<file path="config.mk">
export PLATFORM = sky130hd
export DESIGN_NAME = tlfk_out_flat
export DESIGN_NICKNAME = d
export VERILOG_FILES = /design/src/hdl/tlfk_pkg.sv /design/src/hdl/tlfk_if.sv /design/src/hdl/tlfk_out.sv /design/src/flat_wrapper.sv
export SDC_FILE = /design/constraint.sdc
export NUM_CORES = 1
export LEC_CHECK = 0
export BUFFER_PORTS_ARGS = -buffer_cell sky130_fd_sc_hd__buf_2
export CAP_MARGIN = 20
export CORE_MARGIN = 2
export CORE_UTILIZATION = 30
export CTS_CLUSTER_SIZE = 10
export DETAILED_ROUTE_END_ITERATION = 10
export GPL_ROUTABILITY_DRIVEN = 0
export HOLD_SLACK_MARGIN = 0.12
export PLACE_DENSITY_LB_ADDON = 0.08
export SYNTH_ARGS = -nofsm -noshare
export SYNTH_HDL_FRONTEND = slang
export SYNTH_SLANG_ARGS = --single-unit
export TNS_END_PERCENT = 30
</file>
<file path="constraint.sdc">
create_clock -name clk -period 6.06 [get_ports clk]
set_input_delay 1.212 -clock clk [delete_from_list [all_inputs] [get_ports clk]]
set_output_delay 1.212 -clock clk [all_outputs]
set_load 0.005 [all_outputs]
</file>
<file path="src/hdl/tlfk_pkg.sv">
package tlfk_pkg;

  // Rotation cells: requested count, capped at the length of the arctangent table
  localparam int ROTATION_STAGES = 16;
  localparam int MAX_TABLE       = 24;
  localparam int CELLS           = (ROTATION_STAGES < MAX_TABLE) ? ROTATION_STAGES : MAX_TABLE;

  // Accept-to-output path: two prep stages, the cells, then rounding into the result queue
  localparam int LATENCY    = CELLS + 3;
  localparam int FIFO_DEPTH = 2 ** $clog2(LATENCY + 1);
  localparam int PTR_W      = $clog2(FIFO_DEPTH);
  localparam int SHIFT_W    = $clog2(MAX_TABLE);

  // Field widths
  localparam int ANG_W  = 16;
  localparam int LEN_W  = 16;
  localparam int POS_W  = 18;
  localparam int WRAP_W = 18;
  localparam int FOLD_W = 14;

  // Datapath widths: x/y in Q24 length units, z in 2^-20 degree
  localparam int XW      = 44;
  localparam int ZW      = 29;
  localparam int Z_FRAC  = 14;
  localparam int GAIN_W  = 25;
  localparam int FRAC_W  = 24;

  // Angle constants in 1/64 degree
  localparam logic signed [WRAP_W-1:0] FULL_TURN     = 18'sd23040;
  localparam logic signed [WRAP_W-1:0] HALF_TURN     = 18'sd11520;
  localparam logic signed [WRAP_W-1:0] QUARTER_TURN  = 18'sd5760;
  localparam logic signed [WRAP_W-1:0] TWO_TURNS     = 18'sd46080;
  localparam logic signed [WRAP_W-1:0] TURN_AND_HALF = 18'sd34560;

  // CORDIC gain compensation in Q24
  localparam logic signed [GAIN_W-1:0] GAIN_Q24 = 25'sd10188014;

  // atan(2^-i) in degrees, Q20
  typedef logic signed [ZW-1:0] atan_tab_t [MAX_TABLE];
  localparam atan_tab_t ATAN_DEG_Q20 = '{
    29'sd47185920, 29'sd27855475, 29'sd14718068, 29'sd7471121,
    29'sd3750058,  29'sd1876857,  29'sd938658,   29'sd469357,
    29'sd234682,   29'sd117342,   29'sd58671,    29'sd29335,
    29'sd14668,    29'sd7334,     29'sd3667,     29'sd1833,
    29'sd917,      29'sd458,      29'sd229,      29'sd115,
    29'sd57,       29'sd29,       29'sd14,       29'sd7
  };

  // Register reset values
  localparam logic [LEN_W-1:0] FIRST_LINK_RESET  = 16'd7680;
  localparam logic [LEN_W-1:0] SECOND_LINK_RESET = 16'd3840;

  // Configuration register indexes
  localparam int CFG_IDX_W = 1;
  typedef enum logic [CFG_IDX_W-1:0] {
    REG_FIRST_LINK  = 1'b0,
    REG_SECOND_LINK = 1'b1
  } cfg_reg_t;

  // One link's rotation state
  typedef struct packed {
    logic signed [XW-1:0] x;
    logic signed [XW-1:0] y;
    logic signed [ZW-1:0] z;
  } link_t;

  // Word travelling down the cell chain
  typedef struct packed {
    logic  valid;
    link_t base;
    link_t tip;
  } stage_t;

endpackage

</file>
<file path="src/hdl/tlfk_if.sv">


interface tlfk_out_if import tlfk_pkg::*; ();
  logic                    valid;
  logic                    ready;
  logic signed [POS_W-1:0] end_x;
  logic signed [POS_W-1:0] end_y;

  modport source (output valid, output end_x, output end_y, input ready);
  modport sink   (input valid, input end_x, input end_y, output ready);
endinterface

</file>
<file path="src/hdl/tlfk_out.sv">
module tlfk_out import tlfk_pkg::*; (
  input  logic          clk,
  input  logic          rst_n,
  input  logic          in_acc,
  input  stage_t        d_in,
  output logic          in_ready,
  tlfk_out_if.source    out_chan
);

  localparam int SW  = XW + 1;
  localparam int QW  = SW - FRAC_W;
  localparam logic signed [SW-1:0] ROUND_BIAS = SW'(1) <<< (FRAC_W - 1);
  localparam logic signed [QW-1:0] Q_MAX = QW'((2 ** (POS_W - 1)) - 1);
  localparam logic signed [QW-1:0] Q_MIN = -QW'(2 ** (POS_W - 1));

  typedef struct packed {
    logic signed [POS_W-1:0] x;
    logic signed [POS_W-1:0] y;
  } pos_t;

  // Add the two links, round half up, saturate
  function automatic logic signed [POS_W-1:0] finish(input logic signed [XW-1:0] a,
                                                     input logic signed [XW-1:0] b);
    logic signed [SW-1:0] s;
    logic signed [QW-1:0] q;
    logic signed [QW-1:0] c;
    s = {a[XW-1], a} + {b[XW-1], b} + ROUND_BIAS;
    q = s[SW-1:FRAC_W];
    c = q;
    if (q > Q_MAX) begin
      c = Q_MAX;
    end else if (q < Q_MIN) begin
      c = Q_MIN;
    end
    return c[POS_W-1:0];
  endfunction

  pos_t             mem_r [FIFO_DEPTH];
  pos_t             pos_nxt;
  logic [PTR_W:0]   wr_ptr_r;
  logic [PTR_W:0]   rd_ptr_r;
  logic [PTR_W:0]   occ_r;
  logic [PTR_W:0]   occ_nxt;
  logic             wr_en;
  logic             out_acc;

  assign pos_nxt.x = finish(d_in.base.x, d_in.tip.x);
  assign pos_nxt.y = finish(d_in.base.y, d_in.tip.y);
  assign wr_en     = d_in.valid;

  // Result queue
  always_ff @(posedge clk) begin
    if (wr_en) begin
      mem_r[wr_ptr_r[PTR_W-1:0]] <= pos_nxt;
    end
  end

  assign out_chan.valid = (wr_ptr_r != rd_ptr_r);
  assign out_chan.end_x = mem_r[rd_ptr_r[PTR_W-1:0]].x;
  assign out_chan.end_y = mem_r[rd_ptr_r[PTR_W-1:0]].y;
  assign out_acc        = out_chan.valid & out_chan.ready;

  // Count words in flight and queued; hold the input once the queue could fill
  always_comb begin
    occ_nxt = occ_r;
    if (in_acc && !out_acc) begin
      occ_nxt = occ_r + 1'b1;
    end else if (!in_acc && out_acc) begin
      occ_nxt = occ_r - 1'b1;
    end
  end

  assign in_ready = (occ_r < (PTR_W+1)'(FIFO_DEPTH));

  always_ff @(posedge clk) begin
    if (!rst_n) begin
      wr_ptr_r <= '0;
      rd_ptr_r <= '0;
      occ_r    <= '0;
    end else begin
      if (wr_en) begin
        wr_ptr_r <= wr_ptr_r + 1'b1;
      end
      if (out_acc) begin
        rd_ptr_r <= rd_ptr_r + 1'b1;
      end
      occ_r <= occ_nxt;
    end
  end

  a_occ_bound: assert property (@(posedge clk) disable iff (!rst_n)
    occ_r <= (PTR_W+1)'(FIFO_DEPTH))
    else $error("occupancy above queue depth");

  a_no_overflow: assert property (@(posedge clk) disable iff (!rst_n)
    wr_en |-> ((wr_ptr_r - rd_ptr_r) != (PTR_W+1)'(FIFO_DEPTH)))
    else $error("result written into a full queue");

  a_latency: assert property (@(posedge clk) disable iff (!rst_n)
    in_acc |-> ##(LATENCY - 1) wr_en)
    else $error("accepted word did not reach the queue on time");

  a_valid_counted: assert property (@(posedge clk) disable iff (!rst_n)
    out_chan.valid |-> (occ_r != '0))
    else $error("result offered with nothing counted in flight");

endmodule

</file>
<file path="src/flat_wrapper.sv">
// flat-port wrapper written by rule: the top's interface ports become plain ports
module tlfk_out_flat import tlfk_pkg::*;
  (clk, rst_n, in_acc, d_in, in_ready, out_chan_valid, out_chan_end_x, out_chan_end_y, out_chan_ready);
  tlfk_out_if out_chan_i ();
  input  logic clk;
  input  logic rst_n;
  input  logic in_acc;
  input  stage_t d_in;
  output logic in_ready;
  output wire logic [$bits(out_chan_i.valid)-1:0] out_chan_valid;
  output wire logic [$bits(out_chan_i.end_x)-1:0] out_chan_end_x;
  output wire logic [$bits(out_chan_i.end_y)-1:0] out_chan_end_y;
  input wire logic [$bits(out_chan_i.ready)-1:0] out_chan_ready;
  assign out_chan_valid = out_chan_i.valid;
  assign out_chan_end_x = out_chan_i.end_x;
  assign out_chan_end_y = out_chan_i.end_y;
  assign out_chan_i.ready = out_chan_ready;
  tlfk_out u_core (.clk(clk), .rst_n(rst_n), .in_acc(in_acc), .d_in(d_in), .in_ready(in_ready), .out_chan(out_chan_i));
endmodule
</file>
==> impl_results.md <==
* Status: finished, final reports clean
* Setup violations, final at 0
* Clk pin slew, worst setup/hold paths at 0.05 ns
* Req. time, crit path at 6.55 ns
* Area of the multi-input gates at 0.01459 mm²
* Area growth syn-to-layout at 18.02%
* Max Freq at 197.7 MHz
* Die area at 0.1696 mm²
* First-pass DRT Iterations at 5
* Storage cell area at 0.03507 mm²
* PD cells at 360.0 mW/mm²
* HP Class: reg2reg
* Async SR Flop Fraction at 0%
* Hold Violations, Final at 0
* Clock buffer depth at 3
* FF-to-FF setup slack at 2.69 ns
* CTS H-tree lvls at 4
* CTS tree: built
* Synth area leader: edfxtp_1
* Slew Viols, Final at 0
* Post-Synthesis Net Count at 2,880
* Hold EP: u_core.wr_ptr_r[5]
* Top-Level Pins at 277
* Final setup margin at 1.001 ns
* Min Tclk post-route at 5.059 ns
* Post-detailed-route count of antenna-violating nets at 0
* DRT iter0 DRCs at 2,007
* Die Height at 411.8 µm
* Cell Area, Synth at 0.04989 mm²
* Hold depth at 2
* GRT Util Overall at 16.77%
* Antenna cells at 0
* WP buf/inv at 5
* Worst-skew pair later-pin latency at 0.76 ns
* Worst stage delay on the critical path at 0.63 ns
* Avg WL per Cell at 27.91 µm
* Largest net degree at the start of global routing at 60
* Terminus of the critical flop-to-flop path: u_core.occ_r[5]
* Crit path max-delay cell type: a222oi_1
* Congestion Overflow GR at 0
* R2R cell count at 14
* Worst slack, placed at 0.08571 ns
* Initial core utilization at 30.24%
* CTS sink cnt at 1,175
* DPL Wire Length at 79,430 µm
* Crit Path Class: in2reg
* Layout cells sized above 1 at 33.33%
* Row count at 149
* CP startpoint kind: input port
* Leak pwr at 19.09 nW
* Post-synth EDFFs at 1,152
* Routed vias at 25,685
* Fill cell count at 15,359
* Tcrit/Tclk final at 83.49%
* CTS resizes at 0
* Num CTS Buffers at 139
* Fin Hold WS at 0.5036 ns
* Top cell type's share of synthesized area at 69.35%
* Via density at 5.064
* Root Driver: clkbuf_16
* Part of the Yosys area used for sequential elements at 70.27%
* Slew @ Worst Pin at 1.121 ns
* Reg2reg start: u_core.wr_ptr_r[4]
* First-pass GRT wire length at 201,000 µm
* Synth area leaders: edfxtp_1, mux4_2, ha_1
* Ys flop type: edfxtp_1
* Syn Area/Cell at 20.28 µm²
* CP top delay family: compound AO/OA/AOI/OAI gates
* Drt drc at 0
* PortBufs at 218
* Setup bufs post-CTS at 0
* Core region area at 0.1650 mm²
* Nature of the critical path endpoint: flop
* Synthesized instance count at 2,460
* Post-CTS Hold Buffers at 0
* Power Total at 21.19 mW
* Initial antenna violation count at 6
* RSZ-0062 raised after global routing: false
* Seq cells post-synth at 1,175
* Critical-path cell list: buf_2 > inv_1 > ha_1 > inv_1 > ha_1 > a21oi_1 > o21bai_1 > a222oi_1 > a21boi_1 > a211oi_1 > o31ai_1 > a211oi_1 > o211a_1 > a211o_1 > buf_4 > o21ai_2 > buf_8
* Maxcap violations at 0
* Post-Route WL at 141,600 µm
* Die X at 411.8 µm
* Syn. warnings at 0
* Maximum VDD drop at 274.8 µV
* Worst EP arrival at 5.55 ns
* Vias in the first global route at 27,586
* Relative slew slack at 25.26%
* Critical-path maximum fanout at 23
* Synth cell types at 79
* Clock skew at 0.01596 ns
* Worst hold start: u_core.wr_ptr_r[5]
* Fin nets at 3,246
==> worst register-to-register path, delay by kind of cell, from the launching register on <==
kind            cells  cell delay [ns]
xor+xnor            2             0.21
flops               1             0.52
compound gates      5             0.85
buf+inv             1             0.12
simple gates        4             1.08
fa+ha+maj           2             0.53
==> cells in the final DEF (no fill, tap or decap), types with 7 or more instances in the layout <==
master,n
o21bai_1,12
ha_1,180
buf_8,12
mux4_2,360
a211oi_1,13
buf_2,218
nor2_4,32
o21ai_0,39
xnor2_1,33
buf_12,34
clkbuf_16,142
nand2_1,70
mux2_2,36
nand3_1,20
nor2_1,38
nor3_1,8
nand4_1,17
a21o_1,41
edfxtp_1,1152
inv_1,37
a21oi_1,74
clkbuf_1,38
a21o_2,7
and2_1,14
xor2_1,21
dfxtp_1,18
buf_4,63
o21ai_2,17
==> cell families (layout without fill, tap and decap cells) <==
logic type                 Yosys count  in the layout  synth area share [%]
DFF                               1175           1175                 70.27
muxes                              399            399                 17.13
AOI/OAI and AO/OA                  271            271                 3.634
and+or+nand+nor                    240            240                 2.345
adders and majority gates          181            181                 4.555
buffers and inverters              139            562                 1.106
xor gates and xnor gates            55             55                0.9656
==> cell type report <==
type | instances | share of cell area [%]
sequential | 1175 | 59.57
clock inverter | 17 | 0.3358
clock buffer | 181 | 6.301
inverter | 37 | 0.2359
timing repair buffer | 327 | 4.119
multi-input combinational | 1146 | 24.79
tap | 2189 | 4.652
==> cell usage after synthesis (5+ instances only) <==
master	n
edfxtp_1	1152
mux4_2	360
ha_1	180
a21oi_1	74
nand2_1	70
nor2_1	70
clkbuf_1	68
o21ai_0	50
a21o_1	41
inv_1	37
mux2_2	36
xnor2_1	33
buf_1	27
dfxtp_1	23
xor2_1	22
nand3_1	20
nand4_1	17
and2_1	14
a211oi_1	13
o21bai_1	12
nor3_1	8
o21ai_1	8
a21o_2	7
a31oi_1	6
and3_1	6
a211o_1	5
a21boi_0	5
o31ai_1	5
==> sequential cells by signal, indices dropped and copies added (netlist names), named ones only <==
register and count:
u_core.occ_r 6, u_core.rd_ptr_r 6, u_core.wr_ptr_r 6, u_core.mem_r 1152
==> per-layer routing <==
layer	up-vias	GRT usage (%)	part of all wire, %
met4	0	3.669	1.5
li1	11064	-	-
met5	-	0	0
met3	148	2.452	3.4
met1	13984	23.52	46
met2	489	27.61	49
==> metrics by stage <==
step | instances | TNS [ns] | instance area (µm²) | utilization [%]
floorplan | 2460 | 0 | 49890 | -
global route | 5072 | 0 | 58880 | 35.69
global placement | 4858 | -0.02191 | 54710 | 33.16
detailed placement | 4863 | 0 | 54800 | 33.22
finish | 5072 | 0 | 58880 | 35.69
CTS | 5061 | 0 | 58710 | 35.58
==> how the worst max path moves through the flow <==
stage / from / endpoint / slack [ns] / cells past startpoint
6_report: d_in[96] / u_core.mem_r[3][25] / 1.00 / 17
5_1_grt: d_in[96] / u_core.mem_r[2][25] / 0.70 / 17
4_1_cts: d_in[96] / u_core.mem_r[28][22] / 0.90 / 15
3_5_place_dp: d_in[96] / u_core.mem_r[23][22] / 0.09 / 15
3_3_place_gp: d_in[96] / u_core.mem_r[10][32] / -0.002 / 15
2_1_floorplan: d_in[102] / u_core.mem_r[0][27] / 0.24 / 13
==> power by group <==
group | switching, mW | leakage (nW) | total, mW | internal (mW)
registers | 0.0840 | 10.6 | 9.88 | 9.80
clock network | 3.16 | 1.89 | 7.43 | 4.26
logic | 2.18 | 6.60 | 3.88 | 1.70
total | 5.43 | 19.1 | 21.2 | 15.8
Power figures use the tool's default switching activity.
