$ cat config.mk
export PLATFORM = sky130hd
export DESIGN_NAME = tlfk_prep
export DESIGN_NICKNAME = d
export VERILOG_FILES = /design/src/hdl/tlfk_pkg.sv /design/src/hdl/tlfk_prep.sv
export SDC_FILE = /design/constraint.sdc
export NUM_CORES = 1
export LEC_CHECK = 0
export ABC_AREA = 0
export BUFFER_PORTS_ARGS = -buffer_cell sky130_fd_sc_hd__buf_2
export CAP_MARGIN = 0
export CORE_ASPECT_RATIO = 0.8
export CORE_MARGIN = 5
export CORE_UTILIZATION = 50
export CTS_CLUSTER_DIAMETER = 40
export CTS_CLUSTER_SIZE = 16
export DETAILED_ROUTE_END_ITERATION = 6
export PLACE_DENSITY = 0.74
export SETUP_SLACK_MARGIN = 0.2
export SLEW_MARGIN = 20
export SYNTH_ARGS = -nofsm -noshare
export SYNTH_HDL_FRONTEND = slang
export SYNTH_SLANG_ARGS = --single-unit
export TNS_END_PERCENT = 100
$ cat constraint.sdc
create_clock -name clk -period 10.6 [get_ports clk]
set_input_delay 2.65 -clock clk [delete_from_list [all_inputs] [get_ports clk]]
set_output_delay 2.65 -clock clk [all_outputs]
set_load 0.02 [all_outputs]
$ cat src/hdl/tlfk_pkg.sv
package tlfk_pkg;

  // Rotation cells: requested count, capped at the length of the arctangent table
  localparam int ROTATION_STAGES = 16;
  localparam int MAX_TABLE       = 24;
  localparam int CELLS           = (ROTATION_STAGES < MAX_TABLE) ? ROTATION_STAGES : MAX_TABLE;

  // Accept-to-output path: two prep stages, the cells, then rounding into the result queue
  localparam int LATENCY    = CELLS + 3;
  localparam int FIFO_DEPTH = 2 ** $clog2(LATENCY + 1);
  localparam int PTR_W      = $clog2(FIFO_DEPTH);
  localparam int SHIFT_W    = $clog2(MAX_TABLE);

  // Field widths
  localparam int ANG_W  = 16;
  localparam int LEN_W  = 16;
  localparam int POS_W  = 18;
  localparam int WRAP_W = 18;
  localparam int FOLD_W = 14;

  // Datapath widths: x/y in Q24 length units, z in 2^-20 degree
  localparam int XW      = 44;
  localparam int ZW      = 29;
  localparam int Z_FRAC  = 14;
  localparam int GAIN_W  = 25;
  localparam int FRAC_W  = 24;

  // Angle constants in 1/64 degree
  localparam logic signed [WRAP_W-1:0] FULL_TURN     = 18'sd23040;
  localparam logic signed [WRAP_W-1:0] HALF_TURN     = 18'sd11520;
  localparam logic signed [WRAP_W-1:0] QUARTER_TURN  = 18'sd5760;
  localparam logic signed [WRAP_W-1:0] TWO_TURNS     = 18'sd46080;
  localparam logic signed [WRAP_W-1:0] TURN_AND_HALF = 18'sd34560;

  // CORDIC gain compensation in Q24
  localparam logic signed [GAIN_W-1:0] GAIN_Q24 = 25'sd10188014;

  // atan(2^-i) in degrees, Q20
  typedef logic signed [ZW-1:0] atan_tab_t [MAX_TABLE];
  localparam atan_tab_t ATAN_DEG_Q20 = '{
    29'sd47185920, 29'sd27855475, 29'sd14718068, 29'sd7471121,
    29'sd3750058,  29'sd1876857,  29'sd938658,   29'sd469357,
    29'sd234682,   29'sd117342,   29'sd58671,    29'sd29335,
    29'sd14668,    29'sd7334,     29'sd3667,     29'sd1833,
    29'sd917,      29'sd458,      29'sd229,      29'sd115,
    29'sd57,       29'sd29,       29'sd14,       29'sd7
  };

  // Register reset values
  localparam logic [LEN_W-1:0] FIRST_LINK_RESET  = 16'd7680;
  localparam logic [LEN_W-1:0] SECOND_LINK_RESET = 16'd3840;

  // Configuration register indexes
  localparam int CFG_IDX_W = 1;
  typedef enum logic [CFG_IDX_W-1:0] {
    REG_FIRST_LINK  = 1'b0,
    REG_SECOND_LINK = 1'b1
  } cfg_reg_t;

  // One link's rotation state
  typedef struct packed {
    logic signed [XW-1:0] x;
    logic signed [XW-1:0] y;
    logic signed [ZW-1:0] z;
  } link_t;

  // Word travelling down the cell chain
  typedef struct packed {
    logic  valid;
    link_t base;
    link_t tip;
  } stage_t;

endpackage

$ cat src/hdl/tlfk_prep.sv
module tlfk_prep import tlfk_pkg::*; (
  input  logic                    clk,
  input  logic                    rst_n,
  input  logic                    in_acc,
  input  logic signed [ANG_W-1:0] base_angle,
  input  logic signed [ANG_W-1:0] arm_angle,
  input  logic        [LEN_W-1:0] first_len,
  input  logic        [LEN_W-1:0] second_len,
  output stage_t                  d_out
);

  typedef struct packed {
    logic                     flip;
    logic signed [FOLD_W-1:0] angle;
  } fold_t;

  localparam int PROD_W = LEN_W + 1 + GAIN_W;

  // Reduce to [-half turn, half turn)
  function automatic logic signed [WRAP_W-1:0] wrap_angle(input logic signed [WRAP_W-1:0] a);
    logic signed [WRAP_W-1:0] r;
    r = a;
    if (r >= TURN_AND_HALF) begin
      r = r - TWO_TURNS;
    end else if (r < -TURN_AND_HALF) begin
      r = r + TWO_TURNS;
    end
    if (r >= HALF_TURN) begin
      r = r - FULL_TURN;
    end else if (r < -HALF_TURN) begin
      r = r + FULL_TURN;
    end
    return r;
  endfunction

  // Fold into the right half plane, flag the sign change
  function automatic fold_t fold_angle(input logic signed [WRAP_W-1:0] a);
    fold_t                    f;
    logic signed [WRAP_W-1:0] r;
    r      = a;
    f.flip = 1'b0;
    if (a > QUARTER_TURN) begin
      r      = a - HALF_TURN;
      f.flip = 1'b1;
    end else if (a < -QUARTER_TURN) begin
      r      = a + HALF_TURN;
      f.flip = 1'b1;
    end
    f.angle = r[FOLD_W-1:0];
    return f;
  endfunction

  // Start vector: length times gain, sign from the fold
  function automatic logic signed [XW-1:0] start_x(input logic [LEN_W-1:0] len,
                                                   input logic            flip);
    logic signed [LEN_W:0]    l;
    logic signed [GAIN_W-1:0] g;
    logic signed [PROD_W-1:0] p;
    l = $signed({1'b0, len});
    g = flip ? -GAIN_Q24 : GAIN_Q24;
    p = l * g;
    return {{(XW-PROD_W){p[PROD_W-1]}}, p};
  endfunction

  function automatic logic signed [ZW-1:0] start_z(input logic signed [FOLD_W-1:0] a);
    return {{(ZW-FOLD_W-Z_FRAC){a[FOLD_W-1]}}, a, {Z_FRAC{1'b0}}};
  endfunction

  logic                     base_sum_dummy;
  logic signed [WRAP_W-1:0] base_ext;
  logic signed [WRAP_W-1:0] tip_sum;
  fold_t                    base_f_nxt;
  fold_t                    tip_f_nxt;
  fold_t                    base_f_r;
  fold_t                    tip_f_r;
  logic                     a_valid_r;
  stage_t                   d_nxt;
  stage_t                   d_r;

  // Stage A: wrap and fold both link angles
  assign base_sum_dummy = 1'b0;
  assign base_ext   = {{(WRAP_W-ANG_W){base_angle[ANG_W-1]}}, base_angle};
  assign tip_sum    = base_ext + {{(WRAP_W-ANG_W){arm_angle[ANG_W-1]}}, arm_angle};
  assign base_f_nxt = fold_angle(wrap_angle(base_ext));
  assign tip_f_nxt  = fold_angle(wrap_angle(tip_sum ^ {WRAP_W{base_sum_dummy}}));

  always_ff @(posedge clk) begin
    if (!rst_n) begin
      a_valid_r <= 1'b0;
    end else begin
      a_valid_r <= in_acc;
    end
    base_f_r <= base_f_nxt;
    tip_f_r  <= tip_f_nxt;
  end

  // Stage B: scale the start vectors, load the angle accumulators
  always_comb begin
    d_nxt.valid  = a_valid_r;
    d_nxt.base.x = start_x(first_len, base_f_r.flip);
    d_nxt.base.y = '0;
    d_nxt.base.z = start_z(base_f_r.angle);
    d_nxt.tip.x  = start_x(second_len, tip_f_r.flip);
    d_nxt.tip.y  = '0;
    d_nxt.tip.z  = start_z(tip_f_r.angle);
  end

  always_ff @(posedge clk) begin
    if (!rst_n) begin
      d_r.valid <= 1'b0;
    end else begin
      d_r.valid <= d_nxt.valid;
    end
    d_r.base <= d_nxt.base;
    d_r.tip  <= d_nxt.tip;
  end

  assign d_out = d_r;

endmodule

==> out/results.ini, run 1 <==
[run_status]
status=finished clean

[sta]
finalHoldViolCount=0
max_slew_margin_pct=32.45
rsz0062_at_grt=no
setup_viol=0
fin_skew_ns=0.02860
min_period_ns=9.735
fin_tns_setup_ns=0
period_share_pct=91.84
worst_slew_pin_slew_ns=1.012
timing.fmax_mhz=102.7
drv_slew=0

[die]
core_area_sq_um=52270
die-height_um=215.4
initial_utilization_pct=50.42
die_area_sq_um=57430
die_width_um=266.7
top_level_ports=302
num_rows=75

[worst_hold_path]
hp-class=register to register

[setup_path]
critPathCapture=d_out[230]
critPathLaunch=first_len[9]
required_ns=11.00
startpoint_type=input port
crit_path_max_fanout=5
critical_path_class=input port to register
r2r-start=base_f_r[14]
crit_path_end_kind=register
arrival_ns=10.14
rr_endpoint=d_out[230]
rrSetupSlack_ns=2.24
r2r_cells=22

[route]
num_vias=17690
wl_per_cell_um=17.67
routed_wl_um=63130
drt_iter0_drc=1047
dr.pass1.iters=6
antenna_left=0
via_per_inst=4.951
drc=0

[layout]
antenna_cells=0
area_growth_pct=7.259
layout-drive-gt1-share_pct=9.375
final_nets=3739
fillers=4685

[synthesis]
syn_avg_cell_area_sq_um=9.823
synth.area.top_cells=fa_1 (43%), ha_1 (11%), dfxtp_1 (11%)
yosys.area.top_type_share_pct=43.37
async_flop_share_pct=0
ys_types=85
yosysSeqAreaShare_pct=10.79
synth_edf_count=0
synth_area_sq_um=26360
synth_seq_cells=142
synth-main-ff-cell=dfxtp_1
synth_cells=2683
yosys_warnings=0
yosys.cell_count.top_type=inv_1
synth_top_cell_by_area=fa_1
synth_common_cells=inv_1 (749), fa_1 (571), ha_1 (234), dfxtp_1 (142), buf_4 (124)

[clock_tree]
post_cts_buffers=0
cts_sinks=142
hold_buffers=0
clk_latency_ns=0.50
cts_tree=yes
tritoncts.num_buffers=17
clockBufferDepth=2
cts-resized-gates=0
clkTransAtPathRegs_ns=0.08
htreeDepth=4
cts_root_buf=clkbuf_16

[global_route]
grt_usage_pct=22.88
grt_pass1_wl_um=102200
grt_overflow_total=0
antenna_found_initial=1
grt_pass1_vias=18890
grt_max_degree=36

[place]
dp_hpwl_um=56590
port_buffers=183
place_congestion=0.9851

[job]
cap_viol_max_count=0

==> placed cells by master, fill, tap and decap left out, types with 5 or more instances in the layout <==
cell type  synthesis  layout
nand3_1           36      36
or3_1             13      13
nor3_1            28      28
and3_1            12      12
ha_1             234     234
xor2_1            18      18
o31a_1             6       6
xnor2_1           88      88
o221ai_1           9       9
fa_1             571     571
nor2_1            73      73
a211o_1            7       7
o22ai_1            7       7
nand2b_1          33      33
or2_2             15      15
inv_8              0       6
inv_1            749     749
nor4_1            11      11
clkinv_8           0       5
buf_4            124      13
o21a_1            14      14
o211ai_1          16      16
buf_2              2     183
o21bai_1           5       5
nand2_1          101     101
nor2b_1           25      25
and2_1            21      21
a31oi_1           17      17
dfxtp_1          142     142
o21ai_0           51      51
a21oi_1           77      77
a21o_1            23      23
clkbuf_16          0      17
conb_1             2     134
o31ai_1            8       8
a211oi_1          17      17
==> layout make-up <==
class	instances	area, sq um	share of cell area [%]
clock inverters	15	200.2	0.7082
multi-input cells	1760	20100	71.12
flip-flops and latches	142	2843	10.06
repair buffers	196	1013	3.585
clock buffers	17	425.4	1.505
well taps	693	867.1	3.067
inverters	750	2815	9.959
==> worst max-delay path: stages <==
cell,delay (ns)
buf_2,0.10
nor2b_1,0.39
fa_1,0.61
fa_1,0.56
inv_1,0.06
fa_1,0.53
inv_1,0.05
fa_1,0.58
inv_1,0.07
fa_1,0.53
inv_1,0.06
fa_1,0.51
ha_1,0.37
o21a_1,0.20
o21a_1,0.15
o21ai_0,0.18
nand2_1,0.07
o21ai_0,0.12
a211o_1,0.18
nand4_1,0.09
o311ai_0,0.20
o21ai_0,0.33
o211ai_1,0.28
o221ai_1,0.23
o221ai_1,0.32
or4b_2,0.61
o211ai_1,0.11
==> stage by stage <==
step	worst slack (ns)	hold slack, ns	util, %	std cells	area, sq um
finish	0.8649	0.3225	54.08	3573	28270
global route	0.3682	0.3325	54.08	3573	28270
CTS	0.8908	0.3242	54.08	3573	28270
detailed placement	0.3840	0.3121	52.89	3541	27640
global placement	0.4949	0.3105	52.89	3541	27640
floorplan	1.255	0.3096	-	2815	26850
==> state kept, by name, indices dropped and copies added, names as in the netlist <==
signal     cells
a_valid_r      1
d_out        111
d_nxt         14
base_f_r      15
tip_f_r        1
==> routing by layer <==
metal | wire length, um | global-route usage, % | share of wire (%)
met5 | 0 | 0 | 0
met4 | 1648 | 6.878 | 2.6
met3 | 4981 | 6.735 | 7.9
met2 | 29380 | 35.75 | 47
met1 | 27120 | 31.14 | 43
==> cells by family (layout without fill, tap and decap cells) <==
kind of cell	Yosys count	count (layout)	share of synthesized area, %
fa+ha+maj	805	805	54.48
buf+inv	913	978	14.81
mux	5	5	0.1946
flops	142	142	10.79
compound gates	324	324	8.826
simple gates	386	386	7.349
xor+xnor	106	106	3.523
other cells	2	134	0.02850
==> how the worst min path moves through the flow <==
| stage | start | end | cells past startpoint |
|---|---|---|---|
| 6_report | d_nxt[22] | d_out[22] | 0 |
| 2_1_floorplan | base_f_r[0] | d_out[131] | 0 |
| 5_1_grt | base_f_r[1] | d_out[132] | 0 |
| 3_3_place_gp | base_f_r[0] | d_out[131] | 0 |
| 4_1_cts | d_nxt[22] | d_out[22] | 0 |
| 3_5_place_dp | d_nxt[18] | d_out[18] | 0 |
Power of run 1 is not shown: default switching activity piles up to over one toggle a cycle in this logic, so the estimate is an artifact.
==> run 2, diff against run 1 <==
Settings changed: BUFFER_PORTS_ARGS -buffer_cell sky130_fd_sc_hd__buf_2 to -buffer_cell sky130_fd_sc_hd__buf_4.
==> run 2 against run 1 <==
Against the previous run: flip-flop and latch count is the same; first-iteration DRC count fell by 5.8%; clock-buffer cell count increased by 2; final cell count hardly changed; setup slack got worse by 0.11 ns; fmax decreased by 1.1%; core utilization is 0.79 points higher; routed wire length up 7.4%; worst hold slack better by 0.0017 ns; via count rose by 1.1%; register-to-register slack lost 0.36 ns; global-route usage increased by 1.6 points.
==> out/results.ini, run 2 (synthesis results as in run 1) <==
[run_status]
status=finished clean

[sta]
setup_viol=0  ; unchanged
hold-worst-slack_ns=0.3242  ; +0.001700 ns
worst_slew_pin_slew_ns=1.063  ; +0.05110 ns
rsz0062_at_grt=no
fin_skew_ns=0.02140  ; -0.007196 ns
finalHoldViolCount=0  ; unchanged
fin_tns_setup_ns=0  ; unchanged
drv_slew=0  ; unchanged
timing.fmax_mhz=101.6  ; -1.1%
min_period_ns=9.845  ; +0.1101 ns
period_share_pct=92.88  ; +1.0 points
max_slew_margin_pct=28.90  ; -3.6 points

[die]
core_area_sq_um=52270  ; unchanged
die_width_um=266.7  ; unchanged
die_area_sq_um=57430  ; unchanged
num_rows=75  ; unchanged
die-height_um=215.4  ; unchanged
top_level_ports=302  ; unchanged
initial_utilization_pct=50.42  ; unchanged

[clock_tree]
hold_buffers=0  ; unchanged
clockBufferDepth=2  ; unchanged
cts_tree=yes
clkTransAtPathRegs_ns=0.08  ; about the same
cts-resized-gates=0  ; unchanged
tritoncts.num_buffers=17  ; unchanged
clk_latency_ns=0.49  ; about the same
cts_sinks=142  ; unchanged
cts_root_buf=clkbuf_16
htreeDepth=4  ; unchanged
post_cts_buffers=0  ; unchanged

[layout]
area_growth_pct=8.821
fillers=4633  ; -1.1%
register_area_sq_um=2843  ; unchanged
final_nets=3737  ; -0.053%
layout_common_cells=inv_1 (749), fa_1 (571), ha_1 (234), buf_4 (194), dfxtp_1 (142)
final_common_cell=inv_1
layout-drive-gt1-share_pct=9.347  ; -0.028 points
antenna_cells=0  ; unchanged
multi_input_area_sq_um=20110  ; about the same
stdcell_area_sq_um=28680  ; +1.5%
largest_reg_flops=111  ; unchanged

[place]
dp_hpwl_um=61160  ; +8.1%
port_buffers=183  ; unchanged
place_congestion=0.9937  ; +0.87%
place_area_sq_um=28090  ; +1.6%

[setup_path]
critPathCapture=d_out[230]
required_ns=10.99  ; about the same
crit_path_end_kind=register
r2r_cells=24  ; +9.1%
critPathLaunch=first_len[2]
rrSetupSlack_ns=1.88  ; -0.36 ns
critical_path_class=input port to register
rr_endpoint=d_out[230]
r2r-start=base_f_r[14]
crit_path_max_fanout=6  ; +1
startpoint_type=input port
arrival_ns=10.24  ; +0.10 ns

[route]
routed_wl_um=67800  ; +7.4%
wl_per_cell_um=18.99  ; +7.5%
drt_iter0_drc=986  ; -5.8%
num_vias=17880  ; +1.1%
drc=0  ; unchanged
dr.pass1.iters=5  ; -1
antenna_left=0  ; unchanged
via_per_inst=5.007  ; +1.1%

[job]
cap_viol_max_count=0  ; unchanged

[global_route]
grt_pass1_wl_um=109100  ; +6.8%
grt_max_degree=36  ; unchanged
grt_pass1_vias=19630  ; +4.0%
antenna_found_initial=0  ; -1
grt_usage_pct=24.46  ; +1.6 points
grt_overflow_total=0  ; unchanged

[worst_hold_path]
hp-class=register to register

run 2: changes by cell type in the layout (fill, tap and decap cells not counted), sizes merged:
| cell | change |
|---|---|
| clkbuf | +2 |
| clkinvlp | +2 |
| clkinv | -6 |
| inv | +2 |
| buf | -2 |
run 2: metrics by stage:
stage / worst slack, ns / util (%) / std cells
2_1_floorplan: 1.255 / - / 2815
3_3_place_gp: 0.4171 / 53.73 / 3539
3_5_place_dp: 0.2199 / 53.73 / 3539
4_1_cts: 0.7237 / 54.87 / 3571
5_1_grt: 0.2226 / 54.87 / 3571
6_report: 0.7549 / 54.87 / 3571
run 2: layer usage:
layer	track usage [%]	routed length, um	vias up
li1	-	-	8322
met1	34.54	30290	9112
met2	40.29	33090	395
met3	4.460	3626	50
met4	4.438	800	0
met5	0	0	-
run 2: worst min path at each step:
| stage | startpoint | slack [ns] | end | cells past startpoint |
|---|---|---|---|---|
| floorplan | base_f_r[0] | 0.31 | d_out[131] | 0 |
| global placement | base_f_r[2] | 0.31 | d_out[133] | 0 |
| detailed placement | base_f_r[6] | 0.31 | d_out[137] | 0 |
| CTS | base_f_r[6] | 0.33 | d_out[137] | 0 |
| global route | base_f_r[6] | 0.34 | d_out[137] | 0 |
| finish | d_nxt[20] | 0.32 | d_out[20] | 0 |
run 2: area by class of cell:
class | instances | share of cell area [%]
clock buffer | 19 | 1.579
sequential | 142 | 9.912
multi-input combinational | 1760 | 70.11
timing repair buffer | 194 | 5.078
clock inverter | 13 | 0.4843
tap | 693 | 3.023
inverter | 750 | 9.816
run 2: critical path: stages:
cell	delay (ns)
buf_4	0.12
nand2b_1	0.18
inv_1	0.16
ha_1	0.47
fa_1	0.59
inv_1	0.06
fa_1	0.50
inv_1	0.05
fa_1	0.48
inv_1	0.09
fa_1	0.56
inv_1	0.06
fa_1	0.52
ha_1	0.28
or3_1	0.32
o31ai_1	0.67
a211o_1	0.25
nand4_1	0.09
o311ai_0	0.19
o21ai_0	0.33
o211ai_1	0.30
o221ai_1	0.24
o221ai_1	0.36
or4b_2	0.61
o211ai_1	0.10
Power of run 2 is left out for the same reason.
==> run 3, diff against run 2 <==
Settings changed: CAP_MARGIN 0 to default, REMOVE_ABC_BUFFERS from default to 1.
==> run 3 against run 2 <==
Against the previous run: global-route usage up 0.77 points; die area unchanged; clock skew down 0.0025 ns; worst hold slack worse by 0.00078 ns; critical path depth down 3; routed wire length up 2.5%; clock-buffer cell count down 1; setup slack better by 0.10 ns.
==> out/results.ini, run 3 (synthesis results as in run 1) <==
[die]
initial_utilization_pct=50.42  ; unchanged
core_area_sq_um=52270  ; unchanged
die_area_sq_um=57430  ; unchanged
top_level_ports=302  ; unchanged
die_width_um=266.7  ; unchanged
die-height_um=215.4  ; unchanged
num_rows=75  ; unchanged

[layout]
final_common_cell=inv_1
layout_common_cells=inv_1 (749), fa_1 (571), ha_1 (234), buf_4 (189), dfxtp_1 (142)
register_area_sq_um=2843  ; unchanged
layout-drive-gt1-share_pct=9.154  ; -0.19 points
largest_reg_flops=111  ; unchanged
multi_input_area_sq_um=20100  ; about the same
final_nets=3732  ; -0.13%
fillers=4600  ; -0.71%
area_growth_pct=8.659

[route]
wl_per_cell_um=19.48  ; +2.6%
antenna_left=0  ; unchanged
num_vias=18270  ; +2.2%
via_per_inst=5.121  ; +2.3%
drt_iter0_drc=1219  ; +24%
routed_wl_um=69490  ; +2.5%
dr.pass1.iters=5  ; unchanged
drc=0  ; unchanged

[clock_tree]
htreeDepth=4  ; unchanged
clk_latency_ns=0.50  ; about the same
cts_root_buf=clkbuf_16
cts_tree=yes
cts-resized-gates=0  ; unchanged
hold_buffers=0  ; unchanged
post_cts_buffers=0  ; unchanged
clkTransAtPathRegs_ns=0.08  ; about the same
clockBufferDepth=2  ; unchanged
cts_sinks=142  ; unchanged
tritoncts.num_buffers=17  ; unchanged

[sta]
max_slew_margin_pct=29.22  ; +0.32 points
fin_tns_setup_ns=0  ; unchanged
timing.fmax_mhz=102.6  ; +1.0%
setup_viol=0  ; unchanged
worst_slew_pin_slew_ns=1.060  ; -0.002700 ns
drv_slew=0  ; unchanged
fin_skew_ns=0.01890  ; -0.002500 ns
rsz0062_at_grt=no
period_share_pct=91.93  ; -0.95 points
fin_ws_ns=0.8556  ; +0.1007 ns
finalHoldViolCount=0  ; unchanged
min_period_ns=9.744  ; -0.1007 ns

[setup_path]
crit_path_max_fanout=6  ; unchanged
cp_slowest_cell=o31ai_1
arrival_ns=10.16  ; -0.08 ns
crit_top_cell=fa_1
r2r_cells=24  ; unchanged
required_ns=11.01  ; +0.02 ns
rr_endpoint=d_out[230]
crit_path_cell_trace=buf_4, nor2b_1, fa_1, fa_1, ha_1, fa_1, inv_1, fa_1, inv_1, fa_1, ha_1, or3_1, o31ai_1, a211o_1, nand4_1, o311ai_0, o21ai_0, o211ai_1, o221ai_1, o221ai_1, or4b_2, o211ai_1
critPathTopFamily=adder cells
crit_path_max_incr_delay_ns=0.65  ; -0.02 ns
crit_path_end_kind=register
crit_buf_inv=3  ; -3
rrSetupSlack_ns=2.00  ; +0.12 ns
startpoint_type=input port
r2r-start=base_f_r[14]
critical_path_class=input port to register

[place]
port_buffers=183  ; unchanged
dp_slack_ns=0.3981  ; +0.1782 ns
place_congestion=1.018  ; +2.4%
dp_hpwl_um=62460  ; +2.1%

[global_route]
antenna_found_initial=0  ; unchanged
met3_usage_pct=9.262  ; +4.8 points
grt_pass1_wl_um=111200  ; +2.0%
grt_util_met2_pct=35.08  ; -5.2 points
grt-busiest-layer=met1
grt_usage_pct=25.24  ; +0.77 points
grt_overflow_total=0  ; unchanged
grt_use_met1_pct=38.10  ; +3.6 points
grt_pass1_vias=19750  ; +0.61%
grt_max_degree=33  ; -8.3%

[worst_hold_path]
hp-start=base_f_r[10]
hold_end=d_out[141]
worstHoldPathCells=0  ; unchanged
hp-class=register to register

[run_status]
status=finished clean

[job]
cap_viol_max_count=0  ; unchanged

[run 3: per-layer routing]
metal / up-vias / wire length [um]
met5: - / 0
met4: 0 / 966
met3: 61 / 7716
met2: 665 / 28830
met1: 9230 / 31980
li1: 8310 / -
[run 3: how the worst max path moves through the flow]
stage / depth (start not counted) / slack [ns] / end / start
finish: 22 / 0.86 / d_out[230] / first_len[8]
global placement: 27 / 0.39 / d_out[230] / first_len[9]
CTS: 27 / 0.91 / d_out[230] / first_len[9]
global route: 24 / 0.50 / d_out[231] / first_len[9]
detailed placement: 22 / 0.40 / d_out[230] / first_len[8]
floorplan: 26 / 1.26 / d_out[230] / first_len[9]
[run 3: per-stage QoR]
stage / cells / hold slack (ns) / utilization, % / cell area (sq um)
global route: 3566 / 0.3389 / 54.78 / 28640
CTS: 3566 / 0.3266 / 54.78 / 28640
global placement: 3534 / 0.3117 / 53.66 / 28050
floorplan: 2652 / 0.3096 / - / 25760
detailed placement: 3534 / 0.3143 / 53.66 / 28050
finish: 3567 / 0.3234 / 54.79 / 28640
[run 3: area by class of cell]
type | instances | area share [%]
sequential | 142 | 9.927
multi-input combinational | 1760 | 70.20
antenna | 1 | 0.008738
tap | 693 | 3.028
timing repair buffer | 189 | 4.955
clock inverter | 14 | 0.5156
clock buffer | 18 | 1.534
inverter | 750 | 9.830
[run 3: worst register-to-register path: cells and delay by family, from the launching register on]
kind | cells | cell delay [ns]
AO/OA/AOI/OAI | 8 | 2.45
adder cells (fa/ha/maj) | 7 | 3.27
buffers and inverters | 5 | 0.40
flip-flops | 1 | 1.02
AND/OR/NAND/NOR | 4 | 1.37
Power of run 3 is left out for the same reason.
